## src/rtl/svs_pkg.sv

```systemverilog
`timescale 1ns / 1ps
// svs_pkg: constants, op codes and the command/status types shared by the
// Stokeslet velocity accumulator modules. No dependencies.
package svs_pkg;

	localparam int FRAC_BITS = 24;
	localparam int QW        = FRAC_BITS + 1;   // divider quotient width
	localparam int DEN_W     = 35;              // divisor width (widest divisor a = sq + e)
	localparam int NUM_W     = DEN_W + 1;       // dividend kept below 2 * divisor
	localparam int SUM_W     = 48;
	localparam int W_W       = 40;              // per-source term before scaling
	localparam int CFG_W     = 31;
	localparam int CFG_AW    = 1;
	localparam int NORM_TOP  = 34;              // MSB of the log argument register
	localparam int MA_W      = 35;
	localparam int MB_W      = 32;
	localparam int IN_W      = 192;
	localparam int OUT_W     = 64;

	localparam logic [CFG_W-1:0]  BLOB_RST  = 31'd383479;
	localparam logic [CFG_W-1:0]  SCALE_RST = 31'd1335088;
	localparam logic [29:0]       LN2_Q30   = 30'd744261118;
	localparam logic [QW-1:0]     ONE_Q     = QW'(1) << FRAC_BITS;
	localparam logic [SUM_W-1:0]  SUM_MAX   = {1'b0, {(SUM_W-1){1'b1}}};

	localparam logic [CFG_AW-1:0] REG_BLOB  = 1'd0;
	localparam logic [CFG_AW-1:0] REG_SCALE = 1'd1;

	typedef enum logic [4:0] {
		OP_NOP, OP_LOAD, OP_SQX, OP_SQY, OP_SQE, OP_ROOT, OP_FIX, OP_NORM,
		OP_LOGSQ, OP_LN, OP_DIV, OP_Q1, OP_DOT1, OP_DOT2, OP_T, OP_W1, OP_W2,
		OP_SC1, OP_SC2, OP_ACC, OP_OUT
	} op_t;

	typedef enum logic [2:0] {
		DS_RE, DS_RB, DS_UX, DS_UY, DS_VX, DS_VY
	} div_sel_t;

	typedef struct packed {
		op_t      op;
		logic     comp_y;
		logic     div_start;
		div_sel_t div_sel;
	} cmd_t;

	typedef struct packed {
		logic root_last;
		logic norm_done;
		logic log_last;
		logic div_done;
		logic last;
	} sts_t;

endpackage

```

## src/rtl/svs_ctrl.sv

```systemverilog
`timescale 1ns / 1ps
// svs_ctrl: sequencer that steps the datapath through one source item and
// owns the input ready and output valid. Depends on svs_pkg.
module svs_ctrl (
	input  logic           clk,
	input  logic           arst_n,
	input  logic           s_tvalid,
	output logic           s_tready,
	output logic           m_tvalid,
	input  logic           m_tready,
	input  svs_pkg::sts_t  sts,
	output svs_pkg::cmd_t  cmd
);
	import svs_pkg::*;

	localparam logic [4:0] S_IDLE  = 5'd0;
	localparam logic [4:0] S_SQX   = 5'd1;
	localparam logic [4:0] S_SQY   = 5'd2;
	localparam logic [4:0] S_SQE   = 5'd3;
	localparam logic [4:0] S_ROOT  = 5'd4;
	localparam logic [4:0] S_FIX   = 5'd5;
	localparam logic [4:0] S_NORM  = 5'd6;
	localparam logic [4:0] S_LOGSQ = 5'd7;
	localparam logic [4:0] S_LN    = 5'd8;
	localparam logic [4:0] S_DIVGO = 5'd9;
	localparam logic [4:0] S_DIVWT = 5'd10;
	localparam logic [4:0] S_Q1    = 5'd11;
	localparam logic [4:0] S_DOT1  = 5'd12;
	localparam logic [4:0] S_DOT2  = 5'd13;
	localparam logic [4:0] S_T     = 5'd14;
	localparam logic [4:0] S_W1    = 5'd15;
	localparam logic [4:0] S_W2    = 5'd16;
	localparam logic [4:0] S_SC1   = 5'd17;
	localparam logic [4:0] S_SC2   = 5'd18;
	localparam logic [4:0] S_ACC   = 5'd19;
	localparam logic [4:0] S_DONE  = 5'd20;

	logic [4:0] state_q, state_d;
	div_sel_t   sel_q, sel_d;
	logic       comp_q, comp_d;
	logic       ovalid_q;
	logic       accept, room;

	function automatic div_sel_t next_sel(input div_sel_t s);
		unique case (s)
			DS_RE:   next_sel = DS_RB;
			DS_RB:   next_sel = DS_UX;
			DS_UX:   next_sel = DS_UY;
			DS_UY:   next_sel = DS_VX;
			DS_VX:   next_sel = DS_VY;
			default: next_sel = DS_RE;
		endcase
	endfunction

	assign s_tready = (state_q == S_IDLE);
	assign accept   = s_tvalid && s_tready;
	assign room     = !ovalid_q || m_tready;
	assign m_tvalid = ovalid_q;

	always_comb begin
		cmd     = '{op: OP_NOP, comp_y: comp_q, div_start: 1'b0, div_sel: sel_q};
		state_d = state_q;
		sel_d   = sel_q;
		comp_d  = comp_q;
		unique case (state_q)
			S_IDLE: if (accept) begin
				cmd.op  = OP_LOAD;
				state_d = S_SQX;
			end
			S_SQX: begin cmd.op = OP_SQX; state_d = S_SQY; end
			S_SQY: begin cmd.op = OP_SQY; state_d = S_SQE; end
			S_SQE: begin cmd.op = OP_SQE; state_d = S_ROOT; end
			S_ROOT: begin
				cmd.op = OP_ROOT;
				if (sts.root_last)
					state_d = S_FIX;
			end
			S_FIX: begin cmd.op = OP_FIX; state_d = S_NORM; end
			S_NORM: begin
				cmd.op = OP_NORM;
				if (sts.norm_done)
					state_d = S_LOGSQ;
			end
			S_LOGSQ: begin
				cmd.op = OP_LOGSQ;
				if (sts.log_last)
					state_d = S_LN;
			end
			S_LN: begin
				cmd.op  = OP_LN;
				sel_d   = DS_RE;
				state_d = S_DIVGO;
			end
			S_DIVGO: begin
				cmd.div_start = 1'b1;
				state_d       = S_DIVWT;
			end
			S_DIVWT: begin
				cmd.op = OP_DIV;
				if (sts.div_done) begin
					sel_d   = next_sel(sel_q);
					state_d = (sel_q == DS_VY) ? S_Q1 : S_DIVGO;
				end
			end
			S_Q1:   begin cmd.op = OP_Q1; state_d = S_DOT1; end
			S_DOT1: begin cmd.op = OP_DOT1; state_d = S_DOT2; end
			S_DOT2: begin cmd.op = OP_DOT2; state_d = S_T; end
			S_T: begin
				cmd.op  = OP_T;
				comp_d  = 1'b0;
				state_d = S_W1;
			end
			S_W1:  begin cmd.op = OP_W1; state_d = S_W2; end
			S_W2:  begin cmd.op = OP_W2; state_d = S_SC1; end
			S_SC1: begin cmd.op = OP_SC1; state_d = S_SC2; end
			S_SC2: begin cmd.op = OP_SC2; state_d = S_ACC; end
			S_ACC: begin
				cmd.op = OP_ACC;
				if (comp_q) begin
					state_d = S_DONE;
				end else begin
					comp_d  = 1'b1;
					state_d = S_W1;
				end
			end
			S_DONE: begin
				// final source: hold here while a finished result still occupies the output; others return to idle
				if (!sts.last) begin
					state_d = S_IDLE;
				end else if (room) begin
					cmd.op  = OP_OUT;
					state_d = S_IDLE;
				end
			end
			default: state_d = S_IDLE;
		endcase
	end

	always_ff @(posedge clk or negedge arst_n) begin
		if (!arst_n) begin
			state_q  <= S_IDLE;
			sel_q    <= DS_RE;
			comp_q   <= 1'b0;
			ovalid_q <= 1'b0;
		end else begin
			state_q <= state_d;
			sel_q   <= sel_d;
			comp_q  <= comp_d;
			if (cmd.op == OP_OUT)
				ovalid_q <= 1'b1;
			else if (m_tready)
				ovalid_q <= 1'b0;
		end
	end

`ifndef ASSERT_OFF
	a_no_overwrite: assert property (@(posedge clk) disable iff (!arst_n)
		(cmd.op == OP_OUT) |-> (!ovalid_q || m_tready))
		else $error("result overwritten before it was taken");
`endif

endmodule
```

## config.mk

```make
export PLATFORM = sky130hd
export DESIGN_NAME = svs_ctrl
export DESIGN_NICKNAME = d
export VERILOG_FILES = /design/src/rtl/svs_pkg.sv /design/src/rtl/svs_ctrl.sv
export SDC_FILE = /design/constraint.sdc
export NUM_CORES = 1
export LEC_CHECK = 0
export ABC_AREA = 1
export BUFFER_PORTS_ARGS = -buffer_cell sky130_fd_sc_hd__buf_2
export CORE_MARGIN = 5
export CORE_UTILIZATION = 45
export CTS_CLUSTER_SIZE = 14
export DETAILED_ROUTE_END_ITERATION = 12
export PLACE_DENSITY = 0.69
export SETUP_SLACK_MARGIN = 0.4
export SLEW_MARGIN = 20
export SYNTH_ARGS = -nofsm -noshare
export SYNTH_HDL_FRONTEND = slang
export SYNTH_SLANG_ARGS = --single-unit
```

## constraint.sdc

```tcl
create_clock -name clk -period 2.5 [get_ports clk]
set_input_delay 0.75 -clock clk [delete_from_list [all_inputs] [get_ports clk]]
set_output_delay 0.75 -clock clk [all_outputs]
set_load 0.01 [all_outputs]
```

==> results of run 1 <==
repair_timing:
action | in CTS | in global routing
setup endpoints to repair | 7 | 7
setup buffers | 24 | 5
gates resized for setup | 21 | 4
pin swaps | 11 | 2
worst max-delay path: stages (launching register included):
cell and delay (ns):
dfrtp_2 0.45, buf_4 0.16, nand2_4 0.09, inv_4 0.05, nand2_4 0.07, nor2_4 0.05, a21oi_2 0.11, o211ai_1 0.11
buf_2 0.15
power by group:
group | internal (mW) | total, mW | switching, mW
clock network | 0.0885 | 0.148 | 0.0600
logic | 0.516 | 1.19 | 0.677
registers | 0.215 | 0.295 | 0.0791
total | 0.820 | 1.64 | 0.816
registers in the layout, indices dropped and copies added, names as in the netlist:
name      count
sel_q         3
comp_q        1
m_tvalid      1
state_q       5
cells in the mapped netlist:
cell type | number | area, um^2
nand4_1 | 5 | 31.3
o22ai_2 | 1 | 12.5
nand2_2 | 4 | 25.0
inv_4 | 1 | 6.26
nor2_1 | 14 | 52.6
inv_1 | 16 | 60.1
o211ai_1 | 1 | 7.51
buf_4 | 3 | 22.5
o2111ai_1 | 2 | 17.5
nand2_1 | 37 | 139
nor3_1 | 2 | 10.0
o22ai_1 | 1 | 6.26
o21bai_1 | 1 | 7.51
nor2_4 | 6 | 67.6
nand3_1 | 14 | 70.1
nor3b_1 | 1 | 7.51
a21oi_1 | 2 | 10.0
inv_2 | 4 | 15.0
dfrtp_1 | 10 | 250
nand3b_1 | 2 | 15.0
nor2_2 | 3 | 18.8
a21boi_0 | 1 | 7.51
o21ai_0 | 8 | 40.0
routing by layer:
layer  vias up  global-route usage, %
met3        16                   2.72
met4         0                   9.13
met5         -                      0
met1       554                   30.5
met2        75                   40.2
li1        554                      -
through the flow:
stage               utilization (%)  hold WS (ns)  instances
floorplan                         -         0.454        139
global placement               52.1         0.542        183
detailed placement             52.1         0.562        183
CTS                            66.2         0.330        211
global route                   68.6         0.328        216
finish                         68.6         0.329        216
final cells by class:
cell class | instances | area share, %
multi-input combinational | 105 | 44.7
timing repair buffer | 49 | 24.2
sequential | 10 | 19.2
inverter | 21 | 6.67
clock buffer | 4 | 2.73
tap | 27 | 2.54
worst max path at each step:
stage,endpoint
final,cmd[8]
after global routing,cmd[8]
after CTS,cmd[5]
after detailed placement,cmd[7]
after global placement,cmd[7]
after floorplan,cmd[7]
cells by family (layout without fill, tap and decap cells):
group | count (synthesis) | in the layout | synth area share, %
DFF | 10 | 10 | 27.8
buffers and inverters | 24 | 74 | 11.5
and+or+nand+nor | 88 | 88 | 48.5
AOI/OAI and AO/OA | 17 | 17 | 12.1
==> results_dict.tcl, run 1 <==
set metrics [dict create \
    run_status "finished clean" \
    hold_class "in -> async" \
    final_common_cell "nand2_1" \
    cp_data_required_time_ns 1.75 \
    ff_latch_area_um2 255 \
    fillers 154 \
    antenna_found_initial 0 \
    crit_arrival_ns 1.50 \
    core_area_um2 1940 \
    slew_headroom_pct 83.7 \
    synth.ff_latch_count 10 \
    wl_met3_um 266 \
    clockBufferDepth 2 \
    syn2layout_area_growth_pct 48.0 \
    reg2regPathDepth 11 \
    finClkSkew_ns 0.00173 \
    critPathKind "reg -> out" \
    finalSetupTns_ns 0 \
    synth_nets 148 \
    synth_seq_area_share_pct 27.8 \
    final_cell_mix "36 x nand2_1, 28 x buf_4, 20 x buf_2, 15 x inv_1, 14 x nand3_1" \
    dp_slack_ns 0.324 \
    root_buffer "clkbuf_4" \
    power.density_nw_per_um2 1230 \
    htree_levels 1 \
    reg2reg_slack_ns 0.73 \
    cts_sinks 10 \
    die_w_um 54.7 \
    p_leak_nw 0.707 \
    postCtsHoldBufs 0 \
    ant_nets 0 \
    numCtsBuffers 3 \
    layout.nets 199 \
    num_io_pins 21 \
    grt_use_total_pct 23.8 \
    drt_iter0_drc 59 \
    start_kind "flip-flop" \
    row_count 16 \
    fin_crit_ns 2.25 \
    dpl.hpwl_mm 1.83 \
    syn_area_um2 900 \
    synth.avg_cell_area_um2 6.47 \
    worst_pin_slew_ns 0.245 \
    drive_gt1_share_pct 45.0 \
    vias 1199 \
    clock.fmax_mhz 444 \
    drv_slew 0 \
    route.met2.wl_mm 1.52 \
    diodes 0 \
    clk_pin_slew_worst_paths_ns 0.07 \
    first_pass_iters 5 \
    avgRoutedWirePerCell_um 14.7 \
    worstReg2RegEnd "state_q[0]$_DFFE_PN0P_" \
    dieArea_um2 2990 \
    grt_overflow 0 \
    routed_wl_mm 3.17 \
    portBuffers 20 \
    drv_cap 0 \
    drc 0 \
    grt_max_degree 11 \
    wl_met1_mm 1.26 \
    multi_input_area_um2 596 \
    final_area_um2 1330 \
    die_h_um 54.7 \
    min_period_over_period_pct 90.1 \
    ys_types 23 \
    cp-startpoint "state_q[0]$_DFFE_PN0P_" \
    post_dp_cell_area_um2 1010 \
    start_util_pct 46.3 \
    cts_tree "built" \
    cp-end-kind "output pin" \
    clkLatencyLatePin_ns 0.27 \
    p_total_mw 1.64 \
    top_layer "met4" \
    synth_cells 139 \
    grt_pass1_wl_mm 5.09 \
    vias_per_cell 5.55 \
    setup_viol 0 \
    vdd_drop_max_uv 850 \
    synth_warnings 0 \
    grt_pass1_vias 1123 \
    timing.final.ws_setup_ns 0.247 \
    rr_startpoint "state_q[1]$_DFFE_PN0P_" \
    crit_fanout 3 \
    place.gp.congestion 0.881 \
    hold_viol_final 0 \
    rsz0062_at_grt "yes" \
]
No activity file was read; power rests on OpenSTA's default activity.
==> run 2: changes to the inputs <==
--- a/config.mk
+++ b/config.mk
@@ -6,12 +6,13 @@
 export NUM_CORES = 1
 export LEC_CHECK = 0
 export ABC_AREA = 1
-export BUFFER_PORTS_ARGS = -buffer_cell sky130_fd_sc_hd__buf_2
+export BUFFER_PORTS_ARGS = -buffer_cell sky130_fd_sc_hd__buf_4
 export CORE_MARGIN = 5
 export CORE_UTILIZATION = 45
 export CTS_CLUSTER_SIZE = 14
 export DETAILED_ROUTE_END_ITERATION = 12
 export PLACE_DENSITY = 0.69
+export RECOVER_POWER = 50
 export SETUP_SLACK_MARGIN = 0.4
 export SLEW_MARGIN = 20
 export SYNTH_ARGS = -nofsm -noshare
==> constraint.sdc (replaced) <==
create_clock -name clk -period 2.64 [get_ports clk]
set_input_delay 0.792 -clock clk [delete_from_list [all_inputs] [get_ports clk]]
set_output_delay 0.792 -clock clk [all_outputs]
set_load 0.01 [all_outputs]
==> results_dict.tcl, run 2 (synthesized netlist as in run 1, its figures left out) <==
set metrics [dict create \
    crit_arrival_ns 1.54 \
    start_util_pct 46.3 \
    min_period_over_period_pct 88.4 \
    grt_use_total_pct 22.0 \
    cts_tree "built" \
    clk_pin_slew_worst_paths_ns 0.07 \
    vdd_drop_max_uv 865 \
    hold_ws_ns 0.472 \
    run_status "finished clean" \
    portBuffers 20 \
    final_common_cell "buf_4" \
    largest_reg_flops 5 \
    num_io_pins 21 \
    clock.fmax_mhz 428 \
    syn2layout_area_growth_pct 46.9 \
    rsz0062_at_grt "yes" \
    worst_pin_slew_ns 0.551 \
    grt_max_degree 11 \
    cp_data_required_time_ns 1.85 \
    fillers 152 \
    htree_levels 1 \
    dp_slack_ns 0.356 \
    grt_pass1_wl_mm 4.63 \
    p_total_mw 1.52 \
    core_area_um2 1940 \
    finClkSkew_ns 0.00310 \
    vias_per_cell 5.42 \
    vias 1139 \
    clockBufferDepth 2 \
    clkLatencyLatePin_ns 0.27 \
    slew_headroom_pct 63.2 \
    start_kind "flip-flop" \
    drc 0 \
    hold_viol_final 0 \
    reg2regPathDepth 10 \
    drv_slew 0 \
    drv_cap 0 \
    cts_sinks 10 \
    setup_viol 0 \
    grt_overflow 0 \
    critPathKind "reg -> out" \
    power.density_nw_per_um2 1150 \
    largest_register "state_q" \
    row_count 16 \
    first_pass_iters 5 \
    top_regs "state_q: 5 flops, sel_q: 3 flops" \
    die_w_um 54.7 \
    cp-end-kind "output pin" \
    layout.nets 193 \
    dieArea_um2 2990 \
    die_h_um 54.7 \
    rr_startpoint "state_q[0]$_DFFE_PN0P_" \
    cp-startpoint "state_q[0]$_DFFE_PN0P_" \
    routed_wl_mm 3.00 \
    drt_iter0_drc 48 \
    crit_fanout 4 \
    postCtsHoldBufs 0 \
    finalSetupTns_ns 0 \
    timing.final.ws_setup_ns 0.305 \
    diodes 0 \
    p_leak_nw 0.679 \
    place.gp.congestion 0.873 \
    final_cell_mix "40 x buf_4, 35 x nand2_1, 14 x inv_1, 14 x nand3_1, 10 x nor2_4" \
    root_buffer "clkbuf_4" \
    dpl.hpwl_mm 1.81 \
    drive_gt1_share_pct 42.1 \
    numCtsBuffers 3 \
    grt_pass1_vias 1043 \
    avgRoutedWirePerCell_um 14.3 \
    fin_crit_ns 2.33 \
    ant_nets 0 \
    hold_class "in -> async" \
    fin_util_pct 68.0 \
    antenna_found_initial 0 \
]
-- run 2: cell types whose count changed in the layout (fill, tap and decap cells not counted), moves of 2 or more --
cell      before  now
buf_4         28   40
nand2_2        3    5
inv_4          4    2
buf_2         20    0
clkbuf_1       0    2
inv_2          2    5
-- run 2: metrics by stage --
step                instances  instance area (um^2)
floorplan                 139                   900
global placement          183                  1060
detailed placement        183                  1060
CTS                       205                  1270
global route              210                  1320
finish                    210                  1320
-- run 2: path summary, 6_finish.rpt --
kind                            slack [ns]                      to
max in group asynchronous             1.77  state_q[2]$_DFFE_PN0P_
worst min register to register        0.58      comp_q$_DFFE_PN0P_
worst min-delay path                  0.47    m_tvalid$_DFFE_PN0P_
min in group clk                      0.58      comp_q$_DFFE_PN0P_
worst max-delay path                  0.31                  cmd[5]
worst max register to register        0.92  state_q[1]$_DFFE_PN0P_
-- run 2: final cells by class --
cell class / instances / area (um^2) / area share (%)
tap: 27 / 33.8 / 2.56
clock buffer: 4 / 36.3 / 2.75
multi-input combinational: 105 / 594 / 45.0
sequential: 10 / 254 / 19.2
timing repair buffer: 43 / 319 / 24.1
inverter: 21 / 83.8 / 6.34
-- run 2: metal layers --
layer / GRT usage [%] / part of all wire, % / vias to the layer above
met5: 0 / 0 / -
met2: 34.8 / 46 / 71
li1: - / - / 538
met1: 28.1 / 41 / 516
met3: 1.63 / 8.8 / 14
met4: 14.9 / 4.2 / 0
-- run 2: worst max-delay path, cell delays in order, from the launching register on --
cell and delay (ns):
dfrtp_1 0.51, inv_4 0.05, nand2_1 0.10, nor2_1 0.06, nand2_1 0.11, a21boi_1 0.17, nand4_1 0.10, buf_4 0.16
-- run 2: power breakdown --
group	leakage (nW)	total, mW	switching, mW	internal [mW]
sequential	0.129	0.292	0.0898	0.202
combinational	0.529	1.09	0.609	0.482
clock	0.0210	0.142	0.0579	0.0839
total	0.679	1.52	0.757	0.768
-- run 2: repair_timing --
item,CTS,global route
pin swaps,10,8
setup endpoints to repair,5,6
resized for setup,16,9
setup buffers,18,5
==> run 3: changes to the inputs <==
--- a/config.mk
+++ b/config.mk
@@ -8,10 +8,10 @@
 export ABC_AREA = 1
 export BUFFER_PORTS_ARGS = -buffer_cell sky130_fd_sc_hd__buf_4
 export CORE_MARGIN = 5
-export CORE_UTILIZATION = 45
+export CORE_UTILIZATION = 55
 export CTS_CLUSTER_SIZE = 14
 export DETAILED_ROUTE_END_ITERATION = 12
-export PLACE_DENSITY = 0.69
+export PLACE_DENSITY = 0.81
 export RECOVER_POWER = 50
 export SETUP_SLACK_MARGIN = 0.4
 export SLEW_MARGIN = 20
==> results_dict.tcl, run 3 (synthesized netlist as in run 1, its figures left out) <==
set metrics [dict create \
    drive_gt1_share_pct 45.5 \
    cp_data_required_time_ns 1.85 \
    final_area_um2 1390 \
    row_count 14 \
    cts_sinks 10 \
    clock.fmax_mhz 421 \
    final_common_cell "buf_4" \
    final_cell_mix "45 x buf_4, 34 x nand2_1, 14 x nand3_1, 13 x inv_1, 10 x nor2_4" \
    crit_arrival_ns 1.58 \
    grt_pass1_wl_mm 5.01 \
    reg2regPathDepth 7 \
    root_buffer "clkbuf_4" \
    largest_register "state_q" \
    fin_crit_ns 2.38 \
    routed_wl_mm 3.87 \
    avgRoutedWirePerCell_um 18.9 \
    largest_reg_flops 5 \
    clockBufferDepth 2 \
    placed_cells 172 \
    htree_levels 1 \
    finalSetupTns_ns 0 \
    vias 1285 \
    diodes 0 \
    die_h_um 50.4 \
    p_total_mw 1.61 \
    num_io_pins 21 \
    worstReg2RegEnd "sel_q[1]$_DFFE_PN0P_" \
    top_regs "state_q: 5 flops, sel_q: 3 flops" \
    clkLatencyLatePin_ns 0.27 \
    fin_cells 205 \
    timing.final.ws_setup_ns 0.265 \
    setup_viol 0 \
    drc 0 \
    antenna_found_initial 0 \
    hold_class "in -> async" \
    rsz0062_at_grt "yes" \
    grt_max_degree 11 \
    cts_tree "built" \
    post_dp_cell_area_um2 1050 \
    dp_slack_ns 0.341 \
    cpMaxStageDelayCell "dfrtp_1" \
    grt_overflow 0 \
    syn2layout_area_growth_pct 54.4 \
    reg2reg_slack_ns 0.88 \
    cp-end-kind "output pin" \
    place.gp.congestion 0.898 \
    grt_use_total_pct 25.1 \
    min_period_over_period_pct 90.0 \
    dieArea_um2 2540 \
    start_util_pct 59.0 \
    numCtsBuffers 3 \
    ant_nets 0 \
    drt_iter0_drc 124 \
    power.density_nw_per_um2 1160 \
    vdd_drop_max_uv 781 \
    first_pass_iters 5 \
    worst_pin_slew_ns 0.602 \
    path_cells "inv_4 > nand2_1 > nor2_2 > nand2_2 > a21boi_1 > nand4_1 > buf_4" \
    start_kind "flip-flop" \
    clk_pin_slew_worst_paths_ns 0.08 \
    grt_pass1_vias 1128 \
    critPathMaxStageDelay_ns 0.49 \
    critPathKind "reg -> out" \
    portBuffers 20 \
    hold_viol_final 0 \
    slew_headroom_pct 59.9 \
    crit_fanout 4 \
    p_leak_nw 0.709 \
    finClkSkew_ns 0.0110 \
    core_area_um2 1520 \
    drv_slew 0 \
    run_status "finished clean" \
    vias_per_cell 6.27 \
    die_w_um 50.4 \
    dpl.hpwl_mm 1.77 \
    layout.nets 200 \
    rr_startpoint "state_q[0]$_DFFE_PN0P_" \
    drv_cap 0 \
]
==> run 3: repair_timing <==
action                     CTS  global route
resized for setup           16            17
pin swaps                   10            10
setup endpoints to repair    5             7
hold endpoints to repair     0             0
hold buffers                 0             0
setup buffers               21             9
==> run 3: how the worst max path moves through the flow <==
stage | start | endpoint | cells past startpoint
floorplan | m_tready | cmd[7] | 4
global placement | m_tready | cmd[7] | 6
detailed placement | m_tready | cmd[7] | 6
CTS | state_q[1]$_DFFE_PN0P_ | cmd[6] | 6
global route | state_q[0]$_DFFE_PN0P_ | cmd[5] | 7
finish | state_q[0]$_DFFE_PN0P_ | cmd[5] | 7
==> run 3: report_power, final <==
group / switching [mW] / internal (mW) / leakage (nW) / total, mW
clock: 0.0580 / 0.0528 / 0.0138 / 0.111
combinational: 0.669 / 0.528 / 0.566 / 1.20
sequential: 0.0996 / 0.202 / 0.129 / 0.302
total: 0.826 / 0.783 / 0.709 / 1.61
==> run 3: routing by layer <==
metal  vias up  global-route usage [%]  wire (um)
met3        39                    7.40        353
met1       582                    29.5       1420
met2       109                    42.4       1860
met5         -                       0          0
met4         0                    9.79        230
li1        555                       -          -
==> run 3: critical path: cells and delay by family (launching register included) <==
family	cells	cell delay, ns
AOI/OAI and AO/OA	1	0.14
DFF	1	0.49
buffers and inverters	2	0.25
and+or+nand+nor	4	0.42
==> run 3: layout make-up <==
| class | instances | area, um^2 |
|---|---|---|
| clock buffers | 3 | 22.5 |
| fillers | 63 | 135 |
| inverters | 21 | 88.8 |
| multi-input cells | 105 | 608 |
| flip-flops and latches | 10 | 254 |
| well taps | 16 | 20.0 |
| repair buffers | 50 | 395 |
==> run 3: through the flow <==
stage | hold slack (ns) | utilization (%)
5_1_grt | 0.512 | 91.1
4_1_cts | 0.342 | 83.6
6_report | 0.490 | 91.1
2_1_floorplan | 0.496 | -
3_5_place_dp | 0.555 | 68.7
3_3_place_gp | 0.539 | 68.7
